==> src/ssmf_pkg.sv <==
// Shared types and constants of the scan sliding mean filter.
`timescale 1ns / 1ps

package ssmf_pkg;

    // Width and reset value of the half window register.
    localparam int CFG_BITS = 4;
    localparam logic [CFG_BITS-1:0] CFG_RESET = 4'd5;

    typedef enum logic [3:0] {
        ST_IDLE,
        ST_UPDATE,
        ST_CENTRE,
        ST_MUL1,
        ST_MUL2,
        ST_EMIT_RAW,
        ST_EMIT_MEAN,
        ST_FL_READ,
        ST_FL_EMIT
    } ssmf_state_t;

    // Commands from the controller to the datapath.
    typedef struct packed {
        logic accept;
        logic update;
        logic centre_rd;
        logic mul;
        logic fin;
        logic load_out;
        logic out_mean;
        logic out_flush;
        logic flush_init;
        logic flush_rd;
        logic flush_dec;
        logic clear;
    } ssmf_cmd_t;

    // Status from the datapath to the controller.
    typedef struct packed {
        logic has_centre;
        logic do_mean;
        logic last;
        logic fc_zero;
        logic out_free;
    } ssmf_status_t;

endpackage

==> src/ssmf_if.sv <==
// Handshake interfaces of the sample input and the filtered output channels.
`timescale 1ns / 1ps

interface ssmf_in_if #(
    parameter int RANGE_BITS = 16
) ();
    logic                  valid;
    logic                  ready;
    logic [RANGE_BITS-1:0] range_mm;
    logic                  range_valid;
    logic                  last_in_scan;

    modport source (output valid, range_mm, range_valid, last_in_scan, input ready);
    modport sink   (input valid, range_mm, range_valid, last_in_scan, output ready);
endinterface

interface ssmf_out_if #(
    parameter int RANGE_BITS = 16
) ();
    logic                  valid;
    logic                  ready;
    logic [RANGE_BITS-1:0] filtered_mm;
    logic                  filtered_valid;
    logic                  last_of_scan;

    modport source (output valid, filtered_mm, filtered_valid, last_of_scan, input ready);
    modport sink   (input valid, filtered_mm, filtered_valid, last_of_scan, output ready);
endinterface

==> src/scan_sliding_mean_filter.sv <==
// Top level of the scan sliding mean filter.
//
//  Channel    Direction  Transfer moves
//  samples    in         range_mm, range_valid, last_in_scan
//  filtered   out        filtered_mm, filtered_valid, last_of_scan
//  cfg_wr_*   in         half_window, written when cfg_wr_en is high
//
// A sample takes the accept, update and centre states; a raw centre is then emitted,
// and a mean first takes the reciprocal multiply and correction states. The last
// sample of a scan adds a flush read and emit per sample and a read to close it.
// One window memory port serves the drop, centre and flush reads in turn.
// A stalled output holds the block only when a further result must be loaded.
// Reset clears the scan state and sets the half window to 5.
`timescale 1ns / 1ps

module scan_sliding_mean_filter #(
    parameter int MAX_HALF_WINDOW = 15,
    parameter int RANGE_BITS      = 16
) (
    input  logic                          clk,
    input  logic                          rst_n,
    input  logic                          cfg_wr_en,
    input  logic [ssmf_pkg::CFG_BITS-1:0] cfg_wr_data,
    ssmf_in_if.sink                       samples,
    ssmf_out_if.source                    filtered
);

    ssmf_pkg::ssmf_cmd_t    cmd;
    ssmf_pkg::ssmf_status_t status;

    ssmf_ctrl u_ctrl (
        .clk      (clk),
        .rst_n    (rst_n),
        .in_valid (samples.valid),
        .in_ready (samples.ready),
        .status   (status),
        .cmd      (cmd)
    );

    ssmf_datapath #(
        .MAX_HALF_WINDOW (MAX_HALF_WINDOW),
        .RANGE_BITS      (RANGE_BITS)
    ) u_datapath (
        .clk            (clk),
        .rst_n          (rst_n),
        .cfg_wr_en      (cfg_wr_en),
        .cfg_wr_data    (cfg_wr_data),
        .in_mm          (samples.range_mm),
        .in_valid_flag  (samples.range_valid),
        .in_last        (samples.last_in_scan),
        .cmd            (cmd),
        .status         (status),
        .out_valid      (filtered.valid),
        .out_ready      (filtered.ready),
        .out_mm         (filtered.filtered_mm),
        .out_valid_flag (filtered.filtered_valid),
        .out_last       (filtered.last_of_scan)
    );

endmodule

==> src/ssmf_ctrl.sv <==
// Controller state machine of the scan sliding mean filter.
`timescale 1ns / 1ps

module ssmf_ctrl (
    input  logic                  clk,
    input  logic                  rst_n,
    input  logic                  in_valid,
    output logic                  in_ready,
    input  ssmf_pkg::ssmf_status_t status,
    output ssmf_pkg::ssmf_cmd_t    cmd
);

    ssmf_pkg::ssmf_state_t state_reg;
    ssmf_pkg::ssmf_state_t state_next;

    always_ff @(posedge clk or negedge rst_n)
    begin
        if (!rst_n)
        begin
            state_reg <= ssmf_pkg::ST_IDLE;
        end
        else
        begin
            state_reg <= state_next;
        end
    end

    always_comb
    begin
        state_next = state_reg;
        unique case (state_reg)
            ssmf_pkg::ST_IDLE:
            begin
                if (in_valid)
                begin
                    state_next = ssmf_pkg::ST_UPDATE;
                end
            end
            ssmf_pkg::ST_UPDATE:
            begin
                state_next = ssmf_pkg::ST_CENTRE;
            end
            ssmf_pkg::ST_CENTRE:
            begin
                priority if (!status.has_centre)
                begin
                    state_next = status.last ? ssmf_pkg::ST_FL_READ : ssmf_pkg::ST_IDLE;
                end
                else if (status.do_mean)
                begin
                    state_next = ssmf_pkg::ST_MUL1;
                end
                else
                begin
                    state_next = ssmf_pkg::ST_EMIT_RAW;
                end
            end
            ssmf_pkg::ST_MUL1:
            begin
                state_next = ssmf_pkg::ST_MUL2;
            end
            ssmf_pkg::ST_MUL2:
            begin
                state_next = ssmf_pkg::ST_EMIT_MEAN;
            end
            ssmf_pkg::ST_EMIT_RAW, ssmf_pkg::ST_EMIT_MEAN:
            begin
                if (status.out_free)
                begin
                    state_next = status.last ? ssmf_pkg::ST_FL_READ : ssmf_pkg::ST_IDLE;
                end
            end
            ssmf_pkg::ST_FL_READ:
            begin
                state_next = status.fc_zero ? ssmf_pkg::ST_IDLE : ssmf_pkg::ST_FL_EMIT;
            end
            ssmf_pkg::ST_FL_EMIT:
            begin
                if (status.out_free)
                begin
                    state_next = ssmf_pkg::ST_FL_READ;
                end
            end
            default:
            begin
                state_next = ssmf_pkg::ST_IDLE;
            end
        endcase
    end

    always_comb
    begin
        cmd      = '0;
        in_ready = 1'b0;
        unique case (state_reg)
            ssmf_pkg::ST_IDLE:
            begin
                in_ready   = 1'b1;
                cmd.accept = in_valid;
            end
            ssmf_pkg::ST_UPDATE:
            begin
                cmd.update    = 1'b1;
                cmd.centre_rd = 1'b1;
            end
            ssmf_pkg::ST_CENTRE:
            begin
                cmd.flush_init = !status.has_centre && status.last;
            end
            ssmf_pkg::ST_MUL1:
            begin
                cmd.mul = 1'b1;
            end
            ssmf_pkg::ST_MUL2:
            begin
                cmd.fin = 1'b1;
            end
            ssmf_pkg::ST_EMIT_RAW, ssmf_pkg::ST_EMIT_MEAN:
            begin
                cmd.load_out   = status.out_free;
                cmd.out_mean   = (state_reg == ssmf_pkg::ST_EMIT_MEAN);
                cmd.flush_init = status.out_free && status.last;
            end
            ssmf_pkg::ST_FL_READ:
            begin
                cmd.clear    = status.fc_zero;
                cmd.flush_rd = !status.fc_zero;
            end
            ssmf_pkg::ST_FL_EMIT:
            begin
                cmd.load_out  = status.out_free;
                cmd.out_flush = 1'b1;
                cmd.flush_dec = status.out_free;
            end
            default:
            begin
                cmd = '0;
            end
        endcase
    end

endmodule

==> src/ssmf_datapath.sv <==
// Datapath of the scan sliding mean filter: window memory, running sums,
// reciprocal divider and output register.
`timescale 1ns / 1ps

module ssmf_datapath #(
    parameter int MAX_HALF_WINDOW = 15,
    parameter int RANGE_BITS      = 16
) (
    input  logic                            clk,
    input  logic                            rst_n,
    input  logic                            cfg_wr_en,
    input  logic [ssmf_pkg::CFG_BITS-1:0]   cfg_wr_data,
    input  logic [RANGE_BITS-1:0]           in_mm,
    input  logic                            in_valid_flag,
    input  logic                            in_last,
    input  ssmf_pkg::ssmf_cmd_t             cmd,
    output ssmf_pkg::ssmf_status_t          status,
    output logic                            out_valid,
    input  logic                            out_ready,
    output logic [RANGE_BITS-1:0]           out_mm,
    output logic                            out_valid_flag,
    output logic                            out_last
);

    localparam int DEPTH = 2 * MAX_HALF_WINDOW + 1;
    localparam int PW    = $clog2(DEPTH);
    localparam int CW    = $clog2(DEPTH + 1);
    localparam int HW    = $clog2(MAX_HALF_WINDOW + 1);
    localparam int SW    = RANGE_BITS + CW;
    localparam int NW    = SW + 1;
    localparam int DW    = CW + 1;

    // Reciprocals of twice the valid count, scaled by 2**NW.
    logic [NW-1:0] recip_tab [0:DEPTH];

    for (genvar g = 0; g <= DEPTH; g++)
    begin : g_recip
        localparam logic [63:0] RV = (g == 0) ? 64'd0 : ((64'd1 << NW) / (64'd2 * g));
        assign recip_tab[g] = NW'(RV);
    end

    logic [ssmf_pkg::CFG_BITS-1:0] cfg_reg;
    logic [PW-1:0]                 head_reg;
    logic [SW-1:0]                 sum_reg;
    logic [CW-1:0]                 count_reg;
    logic [CW-1:0]                 seen_reg;
    logic [HW-1:0]                 fc_reg;
    logic                          out_valid_reg;

    logic [RANGE_BITS-1:0]         in_mm_reg;
    logic                          in_valid_reg;
    logic                          in_last_reg;
    logic [RANGE_BITS:0]           rd_reg;
    logic [2*NW-1:0]               prod_reg;
    logic [RANGE_BITS-1:0]         mean_reg;
    logic [RANGE_BITS-1:0]         out_mm_reg;
    logic                          out_flag_reg;
    logic                          out_last_reg;

    logic [RANGE_BITS:0]           mem [0:DEPTH-1];

    logic [HW-1:0]                 h;
    logic [CW-1:0]                 w;
    logic [PW-1:0]                 wr_addr;
    logic [PW-1:0]                 rd_addr;
    logic                          rd_en;
    logic [RANGE_BITS-1:0]         rd_mm;
    logic                          rd_flag;
    logic                          drop;
    logic [SW-1:0]                 sum_next;
    logic [CW-1:0]                 count_next;
    logic [CW-1:0]                 seen_next;
    logic [NW-1:0]                 numer;
    logic [DW-1:0]                 denom;
    logic [NW-1:0]                 q0;
    logic [NW+DW-1:0]              qd;
    logic [NW+DW-1:0]              rem;
    logic [NW-1:0]                 quot;
    logic                          out_free;

    // Address of the entry a given number of positions older than base.
    function automatic logic [PW-1:0] age_addr(input logic [PW-1:0] base,
                                               input logic [PW-1:0] off);
        logic [PW:0] diff;
        diff = {1'b0, base} - {1'b0, off};
        if (diff[PW])
        begin
            diff = diff + (PW+1)'(DEPTH);
        end
        return diff[PW-1:0];
    endfunction

    always_comb
    begin
        if (32'(cfg_reg) > MAX_HALF_WINDOW)
        begin
            h = HW'(MAX_HALF_WINDOW);
        end
        else
        begin
            h = HW'(cfg_reg);
        end
    end

    assign w       = CW'({h, 1'b1});
    assign wr_addr = (head_reg == PW'(DEPTH - 1)) ? '0 : head_reg + PW'(1);
    assign rd_mm   = rd_reg[RANGE_BITS-1:0];
    assign rd_flag = rd_reg[RANGE_BITS];
    assign rd_en   = cmd.accept | cmd.centre_rd | cmd.flush_rd;

    always_comb
    begin
        priority if (cmd.accept)
        begin
            // The sample leaving a full window; read before it is overwritten.
            rd_addr = age_addr(head_reg, PW'({h, 1'b0}));
        end
        else if (cmd.centre_rd)
        begin
            rd_addr = age_addr(head_reg, PW'(h));
        end
        else
        begin
            rd_addr = age_addr(head_reg, PW'(fc_reg - HW'(1)));
        end
    end

    always_ff @(posedge clk)
    begin
        if (cmd.accept)
        begin
            mem[wr_addr] <= {in_valid_flag, in_mm};
        end
        if (rd_en)
        begin
            rd_reg <= mem[rd_addr];
        end
    end

    assign drop = (seen_reg >= w) && rd_flag;

    always_comb
    begin
        sum_next   = sum_reg;
        count_next = count_reg;
        if (drop)
        begin
            sum_next   = sum_next - SW'(rd_mm);
            count_next = count_next - CW'(1);
        end
        if (in_valid_reg)
        begin
            sum_next   = sum_next + SW'(in_mm_reg);
            count_next = count_next + CW'(1);
        end
        seen_next = (seen_reg < w) ? seen_reg + CW'(1) : w;
    end

    // Rounded mean: floor((2*sum + count) / (2*count)).
    assign numer = (NW'(sum_reg) << 1) + NW'(count_reg);
    assign denom = {count_reg, 1'b0};
    assign q0    = prod_reg[2*NW-1:NW];
    assign qd    = (NW+DW)'(q0) * (NW+DW)'(denom);
    assign rem   = (NW+DW)'(numer) - qd;
    assign quot  = q0 + NW'(rem >= (NW+DW)'(denom));

    always_ff @(posedge clk or negedge rst_n)
    begin
        if (!rst_n)
        begin
            cfg_reg   <= ssmf_pkg::CFG_RESET;
            head_reg  <= '0;
            sum_reg   <= '0;
            count_reg <= '0;
            seen_reg  <= '0;
            fc_reg    <= '0;
        end
        else
        begin
            if (cfg_wr_en)
            begin
                cfg_reg <= cfg_wr_data;
            end
            if (cmd.accept)
            begin
                head_reg <= wr_addr;
            end
            if (cfg_wr_en || cmd.clear)
            begin
                sum_reg   <= '0;
                count_reg <= '0;
                seen_reg  <= '0;
            end
            else if (cmd.update)
            begin
                sum_reg   <= sum_next;
                count_reg <= count_next;
                seen_reg  <= seen_next;
            end
            if (cmd.flush_init)
            begin
                fc_reg <= (seen_reg < CW'(h)) ? HW'(seen_reg) : h;
            end
            else if (cmd.flush_dec)
            begin
                fc_reg <= fc_reg - HW'(1);
            end
        end
    end

    always_ff @(posedge clk)
    begin
        if (cmd.accept)
        begin
            in_mm_reg    <= in_mm;
            in_valid_reg <= in_valid_flag;
            in_last_reg  <= in_last;
        end
        if (cmd.mul)
        begin
            prod_reg <= (2*NW)'(numer) * (2*NW)'(recip_tab[count_reg]);
        end
        if (cmd.fin)
        begin
            mean_reg <= RANGE_BITS'(quot);
        end
        if (cmd.load_out)
        begin
            out_mm_reg   <= cmd.out_mean ? mean_reg : rd_mm;
            out_flag_reg <= rd_flag;
            out_last_reg <= cmd.out_flush ? (fc_reg == HW'(1))
                                          : (in_last_reg && (h == '0));
        end
    end

    assign out_free = !out_valid_reg || out_ready;

    always_ff @(posedge clk or negedge rst_n)
    begin
        if (!rst_n)
        begin
            out_valid_reg <= 1'b0;
        end
        else if (cmd.load_out)
        begin
            out_valid_reg <= 1'b1;
        end
        else if (out_ready)
        begin
            out_valid_reg <= 1'b0;
        end
    end

    assign status.has_centre = seen_reg > CW'(h);
    assign status.do_mean    = rd_flag && (seen_reg == w) && (count_reg != '0);
    assign status.last       = in_last_reg;
    assign status.fc_zero    = (fc_reg == '0);
    assign status.out_free   = out_free;

    assign out_valid      = out_valid_reg;
    assign out_mm         = out_mm_reg;
    assign out_valid_flag = out_flag_reg;
    assign out_last       = out_last_reg;

endmodule
==> src/flat_wrapper.sv <==
// flat-port wrapper written by rule: the top's interface ports become plain ports
module scan_sliding_mean_filter_flat 
#(
    parameter int MAX_HALF_WINDOW = 15,
    parameter int RANGE_BITS      = 16
)
  (clk, rst_n, cfg_wr_en, cfg_wr_data, samples_valid, samples_range_mm, samples_range_valid, samples_last_in_scan, samples_ready, filtered_valid, filtered_filtered_mm, filtered_filtered_valid, filtered_last_of_scan, filtered_ready);
  ssmf_in_if #(.RANGE_BITS(RANGE_BITS)) samples_i ();
  ssmf_out_if #(.RANGE_BITS(RANGE_BITS)) filtered_i ();
  input  logic clk;
  input  logic rst_n;
  input  logic cfg_wr_en;
  input  logic [ssmf_pkg::CFG_BITS-1:0] cfg_wr_data;
  input wire logic [$bits(samples_i.valid)-1:0] samples_valid;
  input wire logic [$bits(samples_i.range_mm)-1:0] samples_range_mm;
  input wire logic [$bits(samples_i.range_valid)-1:0] samples_range_valid;
  input wire logic [$bits(samples_i.last_in_scan)-1:0] samples_last_in_scan;
  output wire logic [$bits(samples_i.ready)-1:0] samples_ready;
  output wire logic [$bits(filtered_i.valid)-1:0] filtered_valid;
  output wire logic [$bits(filtered_i.filtered_mm)-1:0] filtered_filtered_mm;
  output wire logic [$bits(filtered_i.filtered_valid)-1:0] filtered_filtered_valid;
  output wire logic [$bits(filtered_i.last_of_scan)-1:0] filtered_last_of_scan;
  input wire logic [$bits(filtered_i.ready)-1:0] filtered_ready;
  assign samples_i.valid = samples_valid;
  assign samples_i.range_mm = samples_range_mm;
  assign samples_i.range_valid = samples_range_valid;
  assign samples_i.last_in_scan = samples_last_in_scan;
  assign samples_ready = samples_i.ready;
  assign filtered_valid = filtered_i.valid;
  assign filtered_filtered_mm = filtered_i.filtered_mm;
  assign filtered_filtered_valid = filtered_i.filtered_valid;
  assign filtered_last_of_scan = filtered_i.last_of_scan;
  assign filtered_i.ready = filtered_ready;
  scan_sliding_mean_filter #(.MAX_HALF_WINDOW(MAX_HALF_WINDOW), .RANGE_BITS(RANGE_BITS)) u_core (.clk(clk), .rst_n(rst_n), .cfg_wr_en(cfg_wr_en), .cfg_wr_data(cfg_wr_data), .samples(samples_i), .filtered(filtered_i));
endmodule
==> config.mk <==
export PLATFORM = sky130hd
export DESIGN_NAME = scan_sliding_mean_filter_flat
export DESIGN_NICKNAME = d
export VERILOG_FILES = /design/src/ssmf_pkg.sv /design/src/ssmf_if.sv /design/src/scan_sliding_mean_filter.sv /design/src/ssmf_ctrl.sv /design/src/ssmf_datapath.sv /design/src/flat_wrapper.sv
export SDC_FILE = /design/constraint.sdc
export NUM_CORES = 2
export LEC_CHECK = 0
export ABC_AREA = 1
export BUFFER_PORTS_ARGS = -buffer_cell sky130_fd_sc_hd__buf_4
export CAP_MARGIN = 20
export CORE_MARGIN = 2
export CORE_UTILIZATION = 55
export CTS_CLUSTER_DIAMETER = 60
export DETAILED_ROUTE_END_ITERATION = 10
export PLACE_DENSITY_LB_ADDON = 0.15
export REMOVE_ABC_BUFFERS = 1
export SLEW_MARGIN = 20
export SYNTH_ARGS = -nofsm -noshare
export SYNTH_HDL_FRONTEND = slang
export SYNTH_SLANG_ARGS = --single-unit
==> constraint.sdc <==
create_clock -name clk -period 18.4 [get_ports clk]
set_input_delay 0.92 -clock clk [delete_from_list [all_inputs] [get_ports clk]]
set_output_delay 0.92 -clock clk [all_outputs]
set_load 0.01 [all_outputs]
==> results_dict.tcl <==
set metrics [dict create \
    status "completed" \
    max_freq_mhz 103 \
    post_cts_buffers 0 \
    initial_core_util_pct 55.3 \
    grt_pass1_vias 41800 \
    syn-cell-area_um2 53300 \
    die_w_um 315 \
    syn_to_final_growth_pct 7.27 \
    yosysTopAreaCellShare_pct 34.8 \
    synthCells 6225 \
    drt_first_iter_violations 3160 \
    die_h_um 315 \
    postCtsHoldBufs 0 \
    yosysMostFrequentCell "nand2_1" \
    reg2reg_to "u_core.u_datapath.prod_reg[34]" \
    yosysWarnings 0 \
    yosys.area.top_type "edfxtp_1" \
    critPathLaunch "u_core.u_datapath.count_reg[1]" \
    maxSlewHeadroom_pct 26.4 \
    synth.top_cells.by_area "edfxtp_1 35%, fa_1 17%, nand2_1 12%, inv_1 8.4%, ha_1 6.9%" \
    cts_buffers 72 \
    hpwl_um 115000 \
    syn_avg_cell_area_um2 8.56 \
    clock_skew_ps 26.1 \
    maxSlewViolCount 0 \
    tns_ps 0 \
    largest_reg_flops 527 \
    period_needed_ps 9710 \
    async_flop_share_pct 7.35 \
    grt_overflow_total 0 \
    drt_first_pass_iters 6 \
    crit-reg2reg-launch "u_core.u_datapath.count_reg[1]" \
    place_congestion 1.01 \
    fill_cells 8584 \
    clkTransAtPathRegs_ps 60 \
    grt_pass1_wl_um 243000 \
    track_usage_pct 32.4 \
    ys_seq_area_share_pct 37.1 \
    crit_type "flop to flop" \
    nets 6978 \
    critPathCaptureType "flop" \
    cts_resized 0 \
    die-area_um2 99400 \
    min_path_type "input pin to asynchronous set/reset pin" \
    vias 41600 \
    vias_per_cell 5.53 \
    std_cell_rows 114 \
    critical_path.max_stage_delay_ps 770 \
    drtAntennaViolNets 0 \
    synth.top_cells.by_count "1723 x nand2_1, 1186 x inv_1, 618 x edfxtp_1" \
    reg2reg_depth 37 \
    finalSetupViolCount 0 \
    clkSinkCount 667 \
    start_kind "flop" \
    port_buffers 46 \
    worstSkewPairLatency_ps 630 \
    ys_types 59 \
    endpoint "u_core.u_datapath.prod_reg[34]" \
    fin_crit_sh_pct 52.7 \
    grt_antenna_before_repair 0 \
    ys_ff_latch 667 \
    tightest_slew_ps 1100 \
    worstPathArrival_ps 10060 \
    worst_path_max_delay_cell "clkinv_1" \
    final_layout_size_suffix_gt1_share_pct 4.61 \
    diodes 0 \
    hold_violations 0 \
    cts_tree "built" \
    synth_flop_cell "edfxtp_1" \
    worst-path-max-fanout 32 \
    routed_wl_um 158000 \
    drcViolationCount 0 \
    cts_max_path_buffers 3 \
    wl_per_cell_um 21.0 \
    io_pins 47 \
    core_area_um2 96400 \
    reg2reg_slack_ps 8690 \
    cp.required_ps 18750 \
    grt_max_degree 178 \
    root_buffer "clkbuf_16" \
    synth-edff-count 618 \
    rsz0062_at_grt "false" \
    htreeDepth 3 \
    cap_viol_max_count 0 \
]
==> critical path: cells and delay by family (launching register included) <==
kind	cells	cell delay, ps
xor gates and xnor gates	1	170
and+or+nand+nor	12	1820
AOI/OAI and AO/OA	4	940
adders and majority gates	10	4530
buffers and inverters	10	1650
DFF	1	320
==> worst min-delay path by stage <==
stage,from,endpoint,slack (ps)
2_1_floorplan,u_core.u_datapath.rd_reg[16],u_core.u_datapath.out_valid_flag,450
3_3_place_gp,u_core.u_datapath.fc_reg[1],u_core.u_datapath.fc_reg[1],520
3_5_place_dp,u_core.u_datapath.fc_reg[1],u_core.u_datapath.fc_reg[1],520
4_1_cts,rst_n,u_core.u_datapath.out_valid,350
5_1_grt,rst_n,u_core.u_datapath.out_valid,400
6_report,rst_n,u_core.u_datapath.out_valid,360
==> cells in the final DEF (no fill, tap or decap), drive strengths merged, types with 2 or more instances in the layout <==
cell type | netlist | routed
inv | 1199 | 1205
nand4 | 42 | 42
clkinvlp | 0 | 5
a21oi | 231 | 231
a221oi | 4 | 4
clkbuf | 107 | 90
nor3 | 32 | 32
xor2 | 60 | 60
o22ai | 9 | 9
fa | 463 | 463
xnor2 | 40 | 40
or2 | 11 | 11
a31oi | 17 | 17
o31ai | 3 | 3
mux2 | 2 | 2
o21a | 12 | 12
a22oi | 2 | 2
buf | 106 | 106
o41ai | 2 | 2
nor3b | 2 | 2
nand3 | 520 | 520
nor2 | 403 | 403
dfstp | 2 | 2
o221ai | 3 | 3
dfrtp | 47 | 47
o211ai | 8 | 8
ha | 296 | 296
o21bai | 12 | 12
o32ai | 3 | 3
edfxtp | 618 | 618
nand2 | 1726 | 1726
nand3b | 5 | 5
bufinv | 0 | 3
clkinv | 23 | 50
o21ai | 182 | 182
and3 | 5 | 5
nor4 | 12 | 12
a21o | 6 | 6
a21boi | 2 | 2
==> per-layer routing <==
| metal | GRT usage, % | vias up | routed length [um] |
|---|---|---|---|
| li1 | - | 19500 | - |
| met1 | 40.0 | 20200 | 62500 |
| met2 | 56.0 | 1489 | 77300 |
| met3 | 3.97 | 371 | 9370 |
| met4 | 16.5 | 0 | 9010 |
| met5 | 0 | - | 0 |
==> cell type report <==
type | instances | area [um^2] | area share, %
Clock buffer | 90 | 1890 | 3.31
Clock inverter | 41 | 387 | 0.676
Inverter | 1222 | 4590 | 8.02
Multi-Input combinational cell | 4123 | 28100 | 49.1
Sequential cell | 667 | 19800 | 34.6
Tap cell | 1276 | 1600 | 2.79
Timing Repair Buffer | 106 | 835 | 1.46
==> metrics by stage <==
| stage | area (um^2) | setup slack, ps | hold WS, ps | utilization [%] | cells |
|---|---|---|---|---|---|
| 6_report | 57200 | 8690 | 360 | 59.3 | 7525 |
| 4_1_cts | 57100 | 8780 | 352 | 59.3 | 7523 |
| 3_5_place_dp | 54900 | 8830 | 523 | 56.9 | 7392 |
| 3_3_place_gp | 54800 | 8980 | 524 | 56.8 | 7390 |
| 5_1_grt | 57200 | 8130 | 398 | 59.3 | 7525 |
| 2_1_floorplan | 52300 | 10080 | 451 | - | 6012 |
==> kinds of logic (layout without fill, tap and decap cells) <==
family	count (synthesis)	in the layout	share of synthesized area [%]
AOI/OAI and AO/OA	503	503	5.16
xor gates and xnor gates	100	100	1.64
adders and majority gates	759	759	24.3
buffers and inverters	1435	1459	10.5
DFF	667	667	37.1
muxes	2	2	0.0422
and+or+nand+nor	2759	2759	21.2
Power is not shown: default switching activity piles up to over one toggle a cycle in this logic, so the estimate is an artifact.
